==> src/hw/rtl/llsfl_pkg.sv <==
`timescale 1ns / 1ps

package llsfl_pkg;

	localparam logic [1:0] KIND_INSERT   = 2'd0;
	localparam logic [1:0] KIND_TRAVERSE = 2'd1;
	localparam logic [1:0] KIND_DELETE   = 2'd2;

	localparam logic [1:0] STATUS_DONE     = 2'd0;
	localparam logic [1:0] STATUS_OVERFLOW = 2'd1;
	localparam logic [1:0] STATUS_EMPTY    = 2'd2;
	localparam logic [1:0] STATUS_ELEMENT  = 2'd3;

	localparam int unsigned VALUE_W = 32;

	typedef enum logic [3:0] {
		ST_IDLE = 4'b0001,
		ST_INS  = 4'b0010,
		ST_DEL  = 4'b0100,
		ST_WALK = 4'b1000
	} state_t;

endpackage

==> src/hw/rtl/llsfl_in_if.sv <==
`timescale 1ns / 1ps

interface llsfl_in_if;
	logic               valid;
	logic               ready;
	logic [1:0]         kind;
	logic signed [31:0] value;

	modport source (output valid, output kind, output value, input ready);
	modport sink (input valid, input kind, input value, output ready);
endinterface

==> src/hw/rtl/llsfl_out_if.sv <==
`timescale 1ns / 1ps

interface llsfl_out_if;
	logic               valid;
	logic               ready;
	logic [1:0]         status;
	logic signed [31:0] element;
	logic               last;

	modport source (output valid, output status, output element, output last, input ready);
	modport sink (input valid, input status, input element, input last, output ready);
endinterface

==> src/hw/rtl/linked_list_stack_with_free_list.sv <==
`timescale 1ns / 1ps

// channel   dir  fields                          item
// in_ch     in   kind[1:0], value[31:0]          one list command
// out_ch    out  status[1:0], element[31:0], last  one result, last marks the end
//
// Insert and delete do one link memory read, then the link write.
// Traverse gives one result per element; empty, overflow and unused kinds give one result.
// The single link memory read port paces the walk at one element per cycle while the output is not stalled.
// Reset clears head pointers and the fresh-node count at once; no clearing pass.
// A stalled result holds the output register and freezes the sequencer.

module linked_list_stack_with_free_list #(
	parameter int unsigned NODES = 16
) (
	input  logic        clk,
	input  logic        arst_n,
	llsfl_in_if.sink    in_ch,
	llsfl_out_if.source out_ch
);

	localparam int unsigned AW = $clog2(NODES);
	localparam int unsigned LW = $clog2(NODES + 1);
	localparam logic [LW-1:0] LINK_NULL = LW'(NODES);
	localparam logic [AW-1:0] LAST_COUNT = AW'(NODES - 1);
	localparam int unsigned VALUE_W_L = llsfl_pkg::VALUE_W;

	llsfl_pkg::state_t state_q, state_n;

	logic [LW-1:0] free_head_q, free_head_n;
	logic [LW-1:0] list_head_q, list_head_n;
	logic [LW-1:0] fresh_q, fresh_n;
	logic [AW-1:0] node_q, node_n;
	logic [AW-1:0] count_q, count_n;

	logic          lk_we, lk_re;
	logic [AW-1:0] lk_waddr, lk_raddr;
	logic [LW-1:0] lk_wdata, lk_rdata;
	logic [AW-1:0] raddr_s1;
	logic          fresh_s1;
	logic [LW-1:0] link_eff;

	logic                 val_we, val_re;
	logic [AW-1:0]        val_waddr, val_raddr;
	logic [VALUE_W_L-1:0] val_rdata;

	logic               out_v_q;
	logic [1:0]         out_status_q;
	logic signed [31:0] out_element_q;
	logic               out_last_q;

	logic               emit;
	logic [1:0]         e_status;
	logic signed [31:0] e_element;
	logic               e_last;
	logic               can_emit;
	logic               accept;
	logic               walk_end;

	assign can_emit = !out_v_q || out_ch.ready;
	assign in_ch.ready = (state_q == llsfl_pkg::ST_IDLE) && can_emit;
	assign accept = in_ch.valid && in_ch.ready;

	assign link_eff = fresh_s1 ? (LW'(raddr_s1) + LW'(1)) : lk_rdata;
	assign walk_end = (link_eff >= LINK_NULL) || (count_q == LAST_COUNT);

	llsfl_ram #(.WIDTH(LW), .DEPTH(NODES)) u_link_ram (
		.clk   (clk),
		.we    (lk_we),
		.waddr (lk_waddr),
		.wdata (lk_wdata),
		.re    (lk_re),
		.raddr (lk_raddr),
		.rdata (lk_rdata)
	);

	llsfl_ram #(.WIDTH(VALUE_W_L), .DEPTH(NODES)) u_value_ram (
		.clk   (clk),
		.we    (val_we),
		.waddr (val_waddr),
		.wdata (in_ch.value),
		.re    (val_re),
		.raddr (val_raddr),
		.rdata (val_rdata)
	);

	always_comb begin
		state_n     = state_q;
		free_head_n = free_head_q;
		list_head_n = list_head_q;
		fresh_n     = fresh_q;
		node_n      = node_q;
		count_n     = count_q;
		lk_we       = 1'b0;
		lk_waddr    = node_q;
		lk_wdata    = list_head_q;
		lk_re       = 1'b0;
		lk_raddr    = list_head_q[AW-1:0];
		val_we      = 1'b0;
		val_waddr   = free_head_q[AW-1:0];
		val_re      = 1'b0;
		val_raddr   = list_head_q[AW-1:0];
		emit        = 1'b0;
		e_status    = llsfl_pkg::STATUS_DONE;
		e_element   = '0;
		e_last      = 1'b1;
		case (state_q)
			llsfl_pkg::ST_IDLE: begin
				if (accept) begin
					case (in_ch.kind)
						llsfl_pkg::KIND_INSERT: begin
							if (free_head_q == LINK_NULL) begin
								emit     = 1'b1;
								e_status = llsfl_pkg::STATUS_OVERFLOW;
							end else begin
								lk_re    = 1'b1;
								lk_raddr = free_head_q[AW-1:0];
								val_we   = 1'b1;
								node_n   = free_head_q[AW-1:0];
								state_n  = llsfl_pkg::ST_INS;
							end
						end
						llsfl_pkg::KIND_DELETE: begin
							if (list_head_q == LINK_NULL) begin
								emit     = 1'b1;
								e_status = llsfl_pkg::STATUS_EMPTY;
							end else begin
								lk_re   = 1'b1;
								node_n  = list_head_q[AW-1:0];
								state_n = llsfl_pkg::ST_DEL;
							end
						end
						llsfl_pkg::KIND_TRAVERSE: begin
							if (list_head_q == LINK_NULL) begin
								emit     = 1'b1;
								e_status = llsfl_pkg::STATUS_EMPTY;
							end else begin
								lk_re   = 1'b1;
								val_re  = 1'b1;
								count_n = '0;
								state_n = llsfl_pkg::ST_WALK;
							end
						end
						default: begin
							emit = 1'b1;
						end
					endcase
				end
			end
			llsfl_pkg::ST_INS: begin
				if (can_emit) begin
					lk_we       = 1'b1;
					lk_wdata    = list_head_q;
					free_head_n = link_eff;
					list_head_n = LW'(node_q);
					if (LW'(node_q) == fresh_q) begin
						fresh_n = fresh_q + LW'(1);
					end
					emit    = 1'b1;
					state_n = llsfl_pkg::ST_IDLE;
				end
			end
			llsfl_pkg::ST_DEL: begin
				if (can_emit) begin
					lk_we       = 1'b1;
					lk_wdata    = free_head_q;
					list_head_n = link_eff;
					free_head_n = LW'(node_q);
					emit        = 1'b1;
					state_n     = llsfl_pkg::ST_IDLE;
				end
			end
			llsfl_pkg::ST_WALK: begin
				if (can_emit) begin
					emit      = 1'b1;
					e_status  = llsfl_pkg::STATUS_ELEMENT;
					e_element = val_rdata;
					e_last    = walk_end;
					if (walk_end) begin
						state_n = llsfl_pkg::ST_IDLE;
					end else begin
						lk_re     = 1'b1;
						val_re    = 1'b1;
						lk_raddr  = link_eff[AW-1:0];
						val_raddr = link_eff[AW-1:0];
						count_n   = count_q + AW'(1);
					end
				end
			end
			default: begin
				state_n = llsfl_pkg::ST_IDLE;
			end
		endcase
	end

	always_ff @(posedge clk or negedge arst_n) begin
		if (!arst_n) begin
			state_q     <= llsfl_pkg::ST_IDLE;
			free_head_q <= '0;
			list_head_q <= LINK_NULL;
			fresh_q     <= '0;
			out_v_q     <= 1'b0;
		end else begin
			state_q     <= state_n;
			free_head_q <= free_head_n;
			list_head_q <= list_head_n;
			fresh_q     <= fresh_n;
			if (emit) begin
				out_v_q <= 1'b1;
			end else if (out_ch.ready) begin
				out_v_q <= 1'b0;
			end
		end
	end

	always_ff @(posedge clk) begin
		node_q  <= node_n;
		count_q <= count_n;
		if (lk_re) begin
			raddr_s1 <= lk_raddr;
			fresh_s1 <= (LW'(lk_raddr) >= fresh_q);
		end
		if (emit) begin
			out_status_q  <= e_status;
			out_element_q <= e_element;
			out_last_q    <= e_last;
		end
	end

	assign out_ch.valid   = out_v_q;
	assign out_ch.status  = out_status_q;
	assign out_ch.element = out_element_q;
	assign out_ch.last    = out_last_q;

	a_ready_idle: assert property (@(posedge clk) disable iff (!arst_n)
		in_ch.ready |-> (state_q == llsfl_pkg::ST_IDLE))
		else $error("input ready outside idle");

	a_fresh_grows: assert property (@(posedge clk) disable iff (!arst_n)
		1'b1 |=> (fresh_q >= $past(fresh_q)) && (fresh_q <= LINK_NULL))
		else $error("fresh node count moved backward or past pool size");

	a_link_write_state: assert property (@(posedge clk) disable iff (!arst_n)
		lk_we |-> ((state_q == llsfl_pkg::ST_INS) || (state_q == llsfl_pkg::ST_DEL)))
		else $error("link write outside insert or delete");

	a_overflow_now: assert property (@(posedge clk) disable iff (!arst_n)
		(accept && (in_ch.kind == llsfl_pkg::KIND_INSERT) && (free_head_q == LINK_NULL))
		|=> (out_v_q && (out_status_q == llsfl_pkg::STATUS_OVERFLOW) && out_last_q))
		else $error("overflow not reported at once");

	a_heads_range: assert property (@(posedge clk) disable iff (!arst_n)
		(list_head_q <= LINK_NULL) && (free_head_q <= LINK_NULL))
		else $error("head pointer out of range");

endmodule

==> src/hw/rtl/llsfl_ram.sv <==
`timescale 1ns / 1ps

module llsfl_ram #(
	parameter int unsigned WIDTH = 32,
	parameter int unsigned DEPTH = 16
) (
	input  logic                     clk,
	input  logic                     we,
	input  logic [$clog2(DEPTH)-1:0] waddr,
	input  logic [WIDTH-1:0]         wdata,
	input  logic                     re,
	input  logic [$clog2(DEPTH)-1:0] raddr,
	output logic [WIDTH-1:0]         rdata
);

	logic [WIDTH-1:0] mem [DEPTH];

	always_ff @(posedge clk) begin
		if (we) begin
			mem[waddr] <= wdata;
		end
		if (re) begin
			rdata <= mem[raddr];
		end
	end

endmodule

==> src/flat_wrapper.sv <==
// flat-port wrapper written by rule: the top's interface ports become plain ports
module linked_list_stack_with_free_list_flat 
#(
	parameter int unsigned NODES = 16
)
  (clk, arst_n, in_ch_valid, in_ch_kind, in_ch_value, in_ch_ready, out_ch_valid, out_ch_status, out_ch_element, out_ch_last, out_ch_ready);
  llsfl_in_if in_ch_i ();
  llsfl_out_if out_ch_i ();
  input  logic clk;
  input  logic arst_n;
  input wire logic [$bits(in_ch_i.valid)-1:0] in_ch_valid;
  input wire logic [$bits(in_ch_i.kind)-1:0] in_ch_kind;
  input wire logic [$bits(in_ch_i.value)-1:0] in_ch_value;
  output wire logic [$bits(in_ch_i.ready)-1:0] in_ch_ready;
  output wire logic [$bits(out_ch_i.valid)-1:0] out_ch_valid;
  output wire logic [$bits(out_ch_i.status)-1:0] out_ch_status;
  output wire logic [$bits(out_ch_i.element)-1:0] out_ch_element;
  output wire logic [$bits(out_ch_i.last)-1:0] out_ch_last;
  input wire logic [$bits(out_ch_i.ready)-1:0] out_ch_ready;
  assign in_ch_i.valid = in_ch_valid;
  assign in_ch_i.kind = in_ch_kind;
  assign in_ch_i.value = in_ch_value;
  assign in_ch_ready = in_ch_i.ready;
  assign out_ch_valid = out_ch_i.valid;
  assign out_ch_status = out_ch_i.status;
  assign out_ch_element = out_ch_i.element;
  assign out_ch_last = out_ch_i.last;
  assign out_ch_i.ready = out_ch_ready;
  linked_list_stack_with_free_list #(.NODES(NODES)) u_core (.clk(clk), .arst_n(arst_n), .in_ch(in_ch_i), .out_ch(out_ch_i));
endmodule
==> config.mk <==
export PLATFORM = sky130hd
export DESIGN_NAME = linked_list_stack_with_free_list_flat
export DESIGN_NICKNAME = d
export VERILOG_FILES = /design/src/hw/rtl/llsfl_pkg.sv /design/src/hw/rtl/llsfl_in_if.sv /design/src/hw/rtl/llsfl_out_if.sv /design/src/hw/rtl/linked_list_stack_with_free_list.sv /design/src/hw/rtl/llsfl_ram.sv /design/src/flat_wrapper.sv
export SDC_FILE = /design/constraint.sdc
export NUM_CORES = 1
export LEC_CHECK = 0
export BUFFER_PORTS_ARGS = -buffer_cell sky130_fd_sc_hd__buf_2
export CORE_ASPECT_RATIO = 0.5
export CORE_MARGIN = 5
export CORE_UTILIZATION = 36
export CTS_BUF_LIST = sky130_fd_sc_hd__clkbuf_16
export CTS_CLUSTER_DIAMETER = 60
export DETAILED_ROUTE_END_ITERATION = 8
export GPL_ROUTABILITY_DRIVEN = 0
export PLACE_DENSITY = 0.62
export RECOVER_POWER = 25
export SETUP_SLACK_MARGIN = 0.15
export SYNTH_ARGS = -nofsm -noshare
export SYNTH_HDL_FRONTEND = slang
export SYNTH_SLANG_ARGS = --single-unit
==> constraint.sdc <==
create_clock -name clk -period 12.1 [get_ports clk]
set_clock_uncertainty 0.05 [all_clocks]
set_input_delay 3.025 -clock clk [delete_from_list [all_inputs] [get_ports clk]]
set_output_delay 3.025 -clock clk [all_outputs]
set_load 0.02 [all_outputs]
==> run summary, run 1 <==
Setup violations remaining at the end of the flow were counted as 0. Clock-pin slew was measured on the worst setup and hold paths at 0.06 ns. The peak fanout along the critical path works out to 7. The floorplan step set the die width to 405.1 microns.

The kind of start point of the critical path is an input pin. The total congestion overflow after global routing was 0; the number of search-and-repair iterations in the first detailed-routing pass was 7. The first global-routing pass estimated 96230 microns of wire.

The first routing iteration left 1632 violations. The initial antenna violation count is 5. The number of enable flip-flop cells after synthesis is 677, and the via count normalized by instance count is 5.222. Once detailed placement completed, the half-perimeter wirelength came to 31490 microns. For the final routed database, the setup TNS stands at 0 ns. TritonCTS built the clock tree.

The run finished with clean final reports. IR analysis of the VDD net gives a maximum drop of 0.2647 mV. For the final hold violation count, the log shows 0. The detailed-route wire length came out at 64190 microns.

After synthesis the netlist holds a flip-flop and latch count of 697. After synthesis, the largest area contributor takes up 72.36% of total cell area. The post-synthesis net count is 1890. The run gives 0 as the number of buffers inserted to repair setup after CTS. The floorplan step set the die height to 207.5 microns.

Row generation in the floorplan step produced 72 rows. Setup repair after global routing left no endpoint under its margin. The slew of the pin with the lowest slew margin is 1.152 ns, and the worst slew slack as a fraction of its limit is 23.23%. The final route contains 15563 vias. The data arrival time of the critical path came out at 3.92 ns. The critical path goes through buf_2, nand2b_1, and3_1, buf_2. Global routing used 15.06% of the available tracks across all layers. The count of nets left with antenna violations once routing finished came out at 0.

The number of pins with negative max-slew slack in the final report came out at 0. The share of power burned in registers was 43.5%; the port buffer count was 74. The ratio of cells with drive above 1 in the final layout is 14.10%, and the average cell area after synthesis is 15.26 sq um. Hold repair after CTS inserted 0 buffers. The share of the Yosys chip area taken by registers is 74.15%. For this run, the number of Yosys warnings is 0.

The worst stage delay on the critical path came out at 0.32 ns. Dominant delay contributor by cell family on the critical path: simple AND/OR/NAND/NOR gates. Counting every instance in the synthesized netlist gives 1841. The reported net switching power is 2.071 mW, and the post-route clock period utilization is 57.79%. The analysis attributes to cell leakage a power of 10.56 nW. In this run, post-CTS repair resized a total of 0 instances.

Of the total power, the share spent switching nets is 31.10%. The clock passes through at most 3 buffers. Combinational logic burns 26.4% of the power.

For this run, the post-layout net count is 1946. The run gives 0 as the max capacitance violation total. For this run, asynchronously set or reset flops after synthesis account for 2.869%. 75 I/O pins were placed. Cell depth of the worst hold path: 1. The endpoint type of the worst setup path was an output pin. The number of cells on the worst reg-to-reg path is 9. Fill cells in the final layout number 6967. The final routed wire length divided by cell count was 21.54 microns; the core box area was 77290 sq um. The number of global-route vias before repair is 15182, and the maximum number of pins on one net before global-route repair is 225. The logs give 0 for the remaining routing DRC violations and 5.108 ns for the worst setup margin. The initial utilization of the core area, before any placement, comes to 36.35%. Counting distinct cell types in the post-synthesis netlist gives 54.

Dividing total power by cell area gives a power density of 210.7 nW/um^2. Cell repeated most along the worst path: sky130_fd_sc_hd__buf_2. The sequential standard cell area came out at 20830 sq um. Summing every instance area after synthesis gives 28090 sq um. The area used by multi-input combinational logic was 6758 sq um; the highest clock rate was 0.1430 GHz. The number of buffers and inverters on the critical path is 2. Per report_power, the clock group accounts for 30.1% of the total.

The tightest min-delay check is of the flip-flop to flip-flop type. The post-route minimum period was 6.992 ns; the cell-internal power was 4.588 mW. The run gives 697 as the number of sinks driven by the clock tree.

Cell taking the most area after synthesis: sky130_fd_sc_hd__edfxtp_1. Relative to the synthesized area, the layout overhead comes to 12.51%. The H-tree depth was 3. Master cell of the clock root buffer: sky130_fd_sc_hd__clkbuf_16. Counting the buffers created by CTS gives 67.

In the synthesized netlist the dominant register cell turns out to be sky130_fd_sc_hd__edfxtp_1. On the critical path, the stage with the largest delay is an instance of sky130_fd_sc_hd__nand2b_1. The floorplan step defined a die boundary enclosing 84070 sq um. In this run the number of cells on the critical path is 4. The data required time of the worst path came out at 9.02 ns. OpenSTA, run right after detailed placement, puts the worst setup slack at 5.137 ns.

Ranked by total cell area, the synthesized netlist is headed by sky130_fd_sc_hd__edfxtp_1 72%, sky130_fd_sc_hd__nand2_1 3.8%, sky130_fd_sc_hd__and2_1 2.9%, sky130_fd_sc_hd__mux2i_1 2.5%, sky130_fd_sc_hd__a211oi_1 1.8%. Clock latency on the worst-skew pair, taken at its later pin, is 0.60 ns. The critical path is of the input pin to output pin type.
cell usage after synthesis (28+ instances only):
cell and instances:
sky130_fd_sc_hd__a221o_1 39, sky130_fd_sc_hd__nand2_1 283, sky130_fd_sc_hd__a21oi_1 32, sky130_fd_sc_hd__clkbuf_1 60, sky130_fd_sc_hd__nor2_1 54, sky130_fd_sc_hd__a31oi_1 66, sky130_fd_sc_hd__and2_1 131, sky130_fd_sc_hd__mux2i_1 71
sky130_fd_sc_hd__mux2_2 41, sky130_fd_sc_hd__a211oi_1 66, sky130_fd_sc_hd__o32ai_1 32, sky130_fd_sc_hd__a211oi_2 31, sky130_fd_sc_hd__edfxtp_1 677, sky130_fd_sc_hd__nand3_1 28, sky130_fd_sc_hd__and3_1 33
layout by cell type (no fill, tap or decap), types with 23 or more instances in the layout:
cell type,n
sky130_fd_sc_hd__nor2_1,36
sky130_fd_sc_hd__and2_1,131
sky130_fd_sc_hd__and3_1,33
sky130_fd_sc_hd__clkbuf_1,26
sky130_fd_sc_hd__mux2i_1,71
sky130_fd_sc_hd__a31oi_1,66
sky130_fd_sc_hd__a211oi_1,66
sky130_fd_sc_hd__edfxtp_1,677
sky130_fd_sc_hd__clkbuf_16,69
sky130_fd_sc_hd__nand3_1,28
sky130_fd_sc_hd__buf_4,28
sky130_fd_sc_hd__a221o_1,39
sky130_fd_sc_hd__o32ai_1,32
sky130_fd_sc_hd__nand2_1,281
sky130_fd_sc_hd__buf_2,48
sky130_fd_sc_hd__a21oi_1,32
sky130_fd_sc_hd__inv_1,23
sky130_fd_sc_hd__a211oi_2,31
sky130_fd_sc_hd__mux2_2,41
flip-flops by register name, summed over array words and instances, names as in the netlist:
| signal | cells |
|---|---|
| u_core.lk_waddr | 4 |
| u_core.count_q | 4 |
| u_core.raddr_s1 | 4 |
| u_core.list_head_q | 5 |
| u_core.out_ch.element | 32 |
| u_core.free_head_q | 5 |
| u_core.out_ch.last | 1 |
| u_core.fresh_q | 5 |
| u_core.out_ch.status | 2 |
| u_core.u_link_ram.mem | 80 |
| u_core.out_ch.valid | 1 |
| u_core.u_value_ram.rdata | 32 |
| u_core.fresh_s1 | 1 |
| u_core.state_q | 4 |
| u_core.u_link_ram.rdata | 5 |
| u_core.u_value_ram.mem | 512 |
path summary, 6_finish.rpt:
path	end	from	slack (ns)
worst min register to register	u_core.fresh_q[4]	u_core.fresh_q[4]	0.45
worst max-delay path	in_ch_ready	out_ch_ready	5.11
worst max register to register	u_core.u_value_ram.rdata[14]	u_core.state_q[2]	7.58
worst min-delay path	u_core.fresh_q[4]	u_core.fresh_q[4]	0.45
min in group asynchronous	u_core.free_head_q[3]	arst_n	2.58
max in group asynchronous	u_core.free_head_q[2]	arst_n	8.73
stage by stage:
step	power, mW	utilization, %	cells	hold slack [ns]	instance area (sq um)
final	6.659	40.89	2980	0.4527	31610
after global routing	6.972	40.89	2979	0.4790	31610
after CTS	6.714	40.94	2979	0.4566	31640
after detailed placement	4.714	38.24	2864	0.4418	29560
after global placement	4.684	38.24	2864	0.4267	29560
after floorplan	4.249	-	1841	0.4093	28090
cell type report:
cell class	count	share of cell area [%]
flip-flops and latches	697	65.91
multi-input cells	1014	21.38
clock buffers	69	5.463
well taps	1036	4.101
repair buffers	104	1.861
clock inverters	46	1.124
inverters	13	0.1544
diodes	1	0.007917
per-layer routing:
layer / GRT usage (%) / vias to the layer above / share of wire (%)
met1: 20.98 / 7843 / 44
met3: 2.624 / 102 / 6.1
met5: 0 / - / 0.053
met4: 4.029 / 6 / 2.2
met2: 24.53 / 461 / 48
li1: - / 7151 / -
cells by family (layout without fill, tap and decap cells):
| logic type | after synthesis | count (layout) | synth area share (%) |
|---|---|---|---|
| AND/OR/NAND/NOR | 567 | 567 | 9.571 |
| multiplexers | 112 | 112 | 4.173 |
| flip-flops | 697 | 697 | 74.15 |
| buffers and inverters | 130 | 232 | 2.405 |
| other | 0 | 1 | 0 |
| AO/OA/AOI/OAI | 312 | 312 | 8.836 |
| adder cells (fa/ha/maj) | 11 | 11 | 0.4899 |
| XOR/XNOR | 12 | 12 | 0.3741 |
power groups by stage:
| stage | clock network (mW) | registers (mW) | logic, mW |
|---|---|---|---|
| after global placement | 0 | 2.95 | 1.74 |
| after floorplan | 0 | 2.93 | 1.32 |
| after global routing | 2.14 | 2.91 | 1.92 |
| after CTS | 2.04 | 2.90 | 1.77 |
| final | 2.00 | 2.90 | 1.76 |
| after detailed placement | 0 | 2.95 | 1.76 |
No activity file was read; power rests on OpenSTA's default activity.
==> run 2: changes to the inputs <==
==> constraint.sdc (replaced) <==
create_clock -name clk -period 6.6 [get_ports clk]
set_clock_uncertainty 0.05 [all_clocks]
set_input_delay 1.65 -clock clk [delete_from_list [all_inputs] [get_ports clk]]
set_output_delay 1.65 -clock clk [all_outputs]
set_load 0.02 [all_outputs]
==> run summary, run 2 (same netlist as run 1, synthesis figures left out) <==
The run finished with clean final reports. The internal power of the cells totals 8.386 mW. Based on the critical path, the design can be clocked at up to 0.2099 GHz.

The tools report the total track usage as 15.40%. Kind of start point of the critical path: an input pin. The height of the die was 207.5 microns. The signal on the critical path passes through buf_2, nand2b_1, nand2b_4, or2_0, nor2_1, a21oi_1, nand2_2, o32ai_1, a221o_1. The share of power burned in registers is 43.6%, and the switching part of the total power is 31.24%.

The tools report the endpoint with the worst hold slack as u_core.fresh_q[4]. The detailed router placed 15687 vias in this run. Cells with a size suffix above 1 make up 14.30% of the layout. After layout, the worst setup slack is 1.837 ns. Input and output buffers added on the ports amount to 74.

For the worst setup path, the data arrival time is 5.17 ns. The top cell types in the final layout, fill and taps aside, are 677 x sky130_fd_sc_hd__edfxtp_1, 281 x sky130_fd_sc_hd__nand2_1, 131 x sky130_fd_sc_hd__and2_1. Setup repair after global routing left no endpoint under its margin. The final routed wire length divided by cell count was 21.96 microns.

The number of flip-flops under the largest register name was 512; the slew of the pin with the lowest slew margin was 1.204 ns. Clock tree synthesis inserted a total of 67 buffers. The area growth from synthesis to layout works out to 12.63%.

The total of cells resized after clock tree synthesis is 0, and the data required time of the worst path is 7.01 ns. In this run, post-CTS hold repair placed 0 buffers. Summed over all nets, the switching power comes to 3.811 mW. The die width works out to 405.1 microns. The HPWL after detailed placement is 35450 microns.

On the worst path, the slowest cell contributes a delay of 0.86 ns. The initial antenna violation count is 5. The routed design could run at a clock period as short as 4.764 ns. In this run, the clock network consumes 29.2% of the power. Reported leakage power: 10.59 nW. Fill cells in the final layout number 7010.

The logs give 15562 for the number of global-route vias before repair and 77290 sq um for the core box area. Clock tree synthesis selected as its root buffer the cell sky130_fd_sc_hd__clkbuf_16. At the end of the flow, the number of nets in the layout was 1954.

Measured in cells, the most critical reg-to-reg path has a length of 7. The tools report the number of search-and-repair iterations in the first detailed-routing pass as 5. For this run, design rule violations remaining after detail routing come to 0.

Summed over all failing endpoints, the final setup total negative slack is 0 ns. Of the total power, combinational logic draws 27.1%. Setup violations remaining at the end of the flow were counted as 0. The worst hold path begins at u_core.fresh_q[4].

The maximum number of pins on one net before global-route repair is 85. The critical setup path kind was input pin to flip-flop. In this run the post-CTS setup repair buffer count came out at 0. The final hold violation count is 0.

The placement-stage worst setup slack came out at 1.283 ns. Minimum setup slack among reg-to-reg paths: 2.27 ns. For this run the aggregate overflow at the end of global routing stands at 0. The run gives 0 as the number of pins with negative max-slew slack in the final report. In this run the power density over the cells is 385.4 nW/um^2.

The type of the worst min-delay path was flip-flop to flip-flop. The maximum VDD drop was 0.3469 mV. The clock passes through at most 3 buffers. Leaving out fill and tap cells, the most frequent cell in the layout is sky130_fd_sc_hd__edfxtp_1. In the final layout, the registers with the most flip-flops are u_core.u_value_ram.mem (512), u_core.u_link_ram.mem (80). Beginning of the worst register-to-register path: u_core.state_q[2]. The logs give 84070 sq um for the die outline area and 65470 microns for the detailed-route wire length. The post-route clock period utilization is 72.17%, and the max capacitance violation total is 0.

TritonCTS built the clock tree. The latest clock arrival within the worst-skew pair was 0.60 ns. Standard cell with the maximum stage delay on the critical path: sky130_fd_sc_hd__nand2_2. In this run the number of H-tree levels came out at 3. After detailed routing, the number of vias per cell comes to 5.262.

The initial utilization of the core area, before any placement, comes to 36.35%. Along the worst path, the maximum fanout reaches 32. Once detail routing completed, the nets flagged for antenna violations numbered 0. The first global-routing pass estimated 99070 microns of wire.

The cell depth of the worst hold path is 1. For the DRC marker count from the first detailed-route iteration, the log shows 1626. The worst register-to-register path ends at u_core.u_value_ram.rdata[19]. u_core.u_value_ram.mem holds more flip-flops than any other register. After clock tree synthesis, the clock-pin slew on the worst setup and hold paths is 0.06 ns. Number of top-level pins: 75. The number of sinks driven by the clock tree is 697, and the number of rows in the core area is 72.

The worst pin sits at a relative slew slack of 19.43%. Endpoint type of the worst setup path: a flip-flop.
[run 2: power groups by stage]
stage	clock network [mW]	registers [mW]	logic (mW)
2_1_floorplan	0	5.38	2.41
3_3_place_gp	0	5.41	3.27
3_5_place_dp	0	5.41	3.32
4_1_cts	3.64	5.32	3.33
5_1_grt	3.83	5.34	3.61
6_report	3.57	5.32	3.31
[run 2: worst max-delay path by stage]
stage	from	slack [ns]	cells past startpoint	end
floorplan	in_ch_kind[0]	0.85	7	u_core.u_value_ram.mem[0][0]
global placement	out_ch_ready	1.40	10	u_core.u_value_ram.rdata[17]
detailed placement	out_ch_ready	1.28	9	u_core.u_value_ram.rdata[25]
CTS	out_ch_ready	1.89	9	u_core.u_value_ram.rdata[25]
global route	out_ch_ready	1.67	9	u_core.u_value_ram.rdata[25]
finish	out_ch_ready	1.84	9	u_core.u_value_ram.rdata[19]
[run 2: cell type report]
cell class              instances  area [sq um]  share of cell area, %
flip-flops and latches        697         20830                  65.83
multi-input cells            1014          6758                  21.36
clock buffers                  68          1702                  5.377
well taps                    1036          1296                  4.096
repair buffers                112         720.7                  2.277
clock inverters                40         284.0                 0.8976
inverters                      13         48.80                 0.1542
diodes                          1         2.502               0.007908
[run 2: worst max-delay path: cells and delay by family]
kind                   cells  cell delay (ns)
AOI/OAI and AO/OA          3             1.13
buffers and inverters      1             0.14
and+or+nand+nor            5             2.24
[run 2: routing by layer]
metal | GRT usage (%) | vias up | part of all wire, %
met5 | 0 | - | 0.052
met4 | 3.550 | 6 | 1.6
met3 | 3.048 | 92 | 6.5
met2 | 24.79 | 455 | 48
met1 | 21.70 | 7967 | 44
li1 | - | 7167 | -
[run 2: per-stage QoR]
step	hold WS (ns)	std cells	power, mW	util (%)	instance area, sq um
2_1_floorplan	0.4093	1841	7.790	-	28090
6_report	0.4679	2981	12.20	40.94	31640
3_3_place_gp	0.4426	2872	8.683	38.42	29690
3_5_place_dp	0.4436	2872	8.733	38.42	29690
4_1_cts	0.4602	2980	12.29	40.99	31680
5_1_grt	0.4905	2980	12.78	40.94	31640
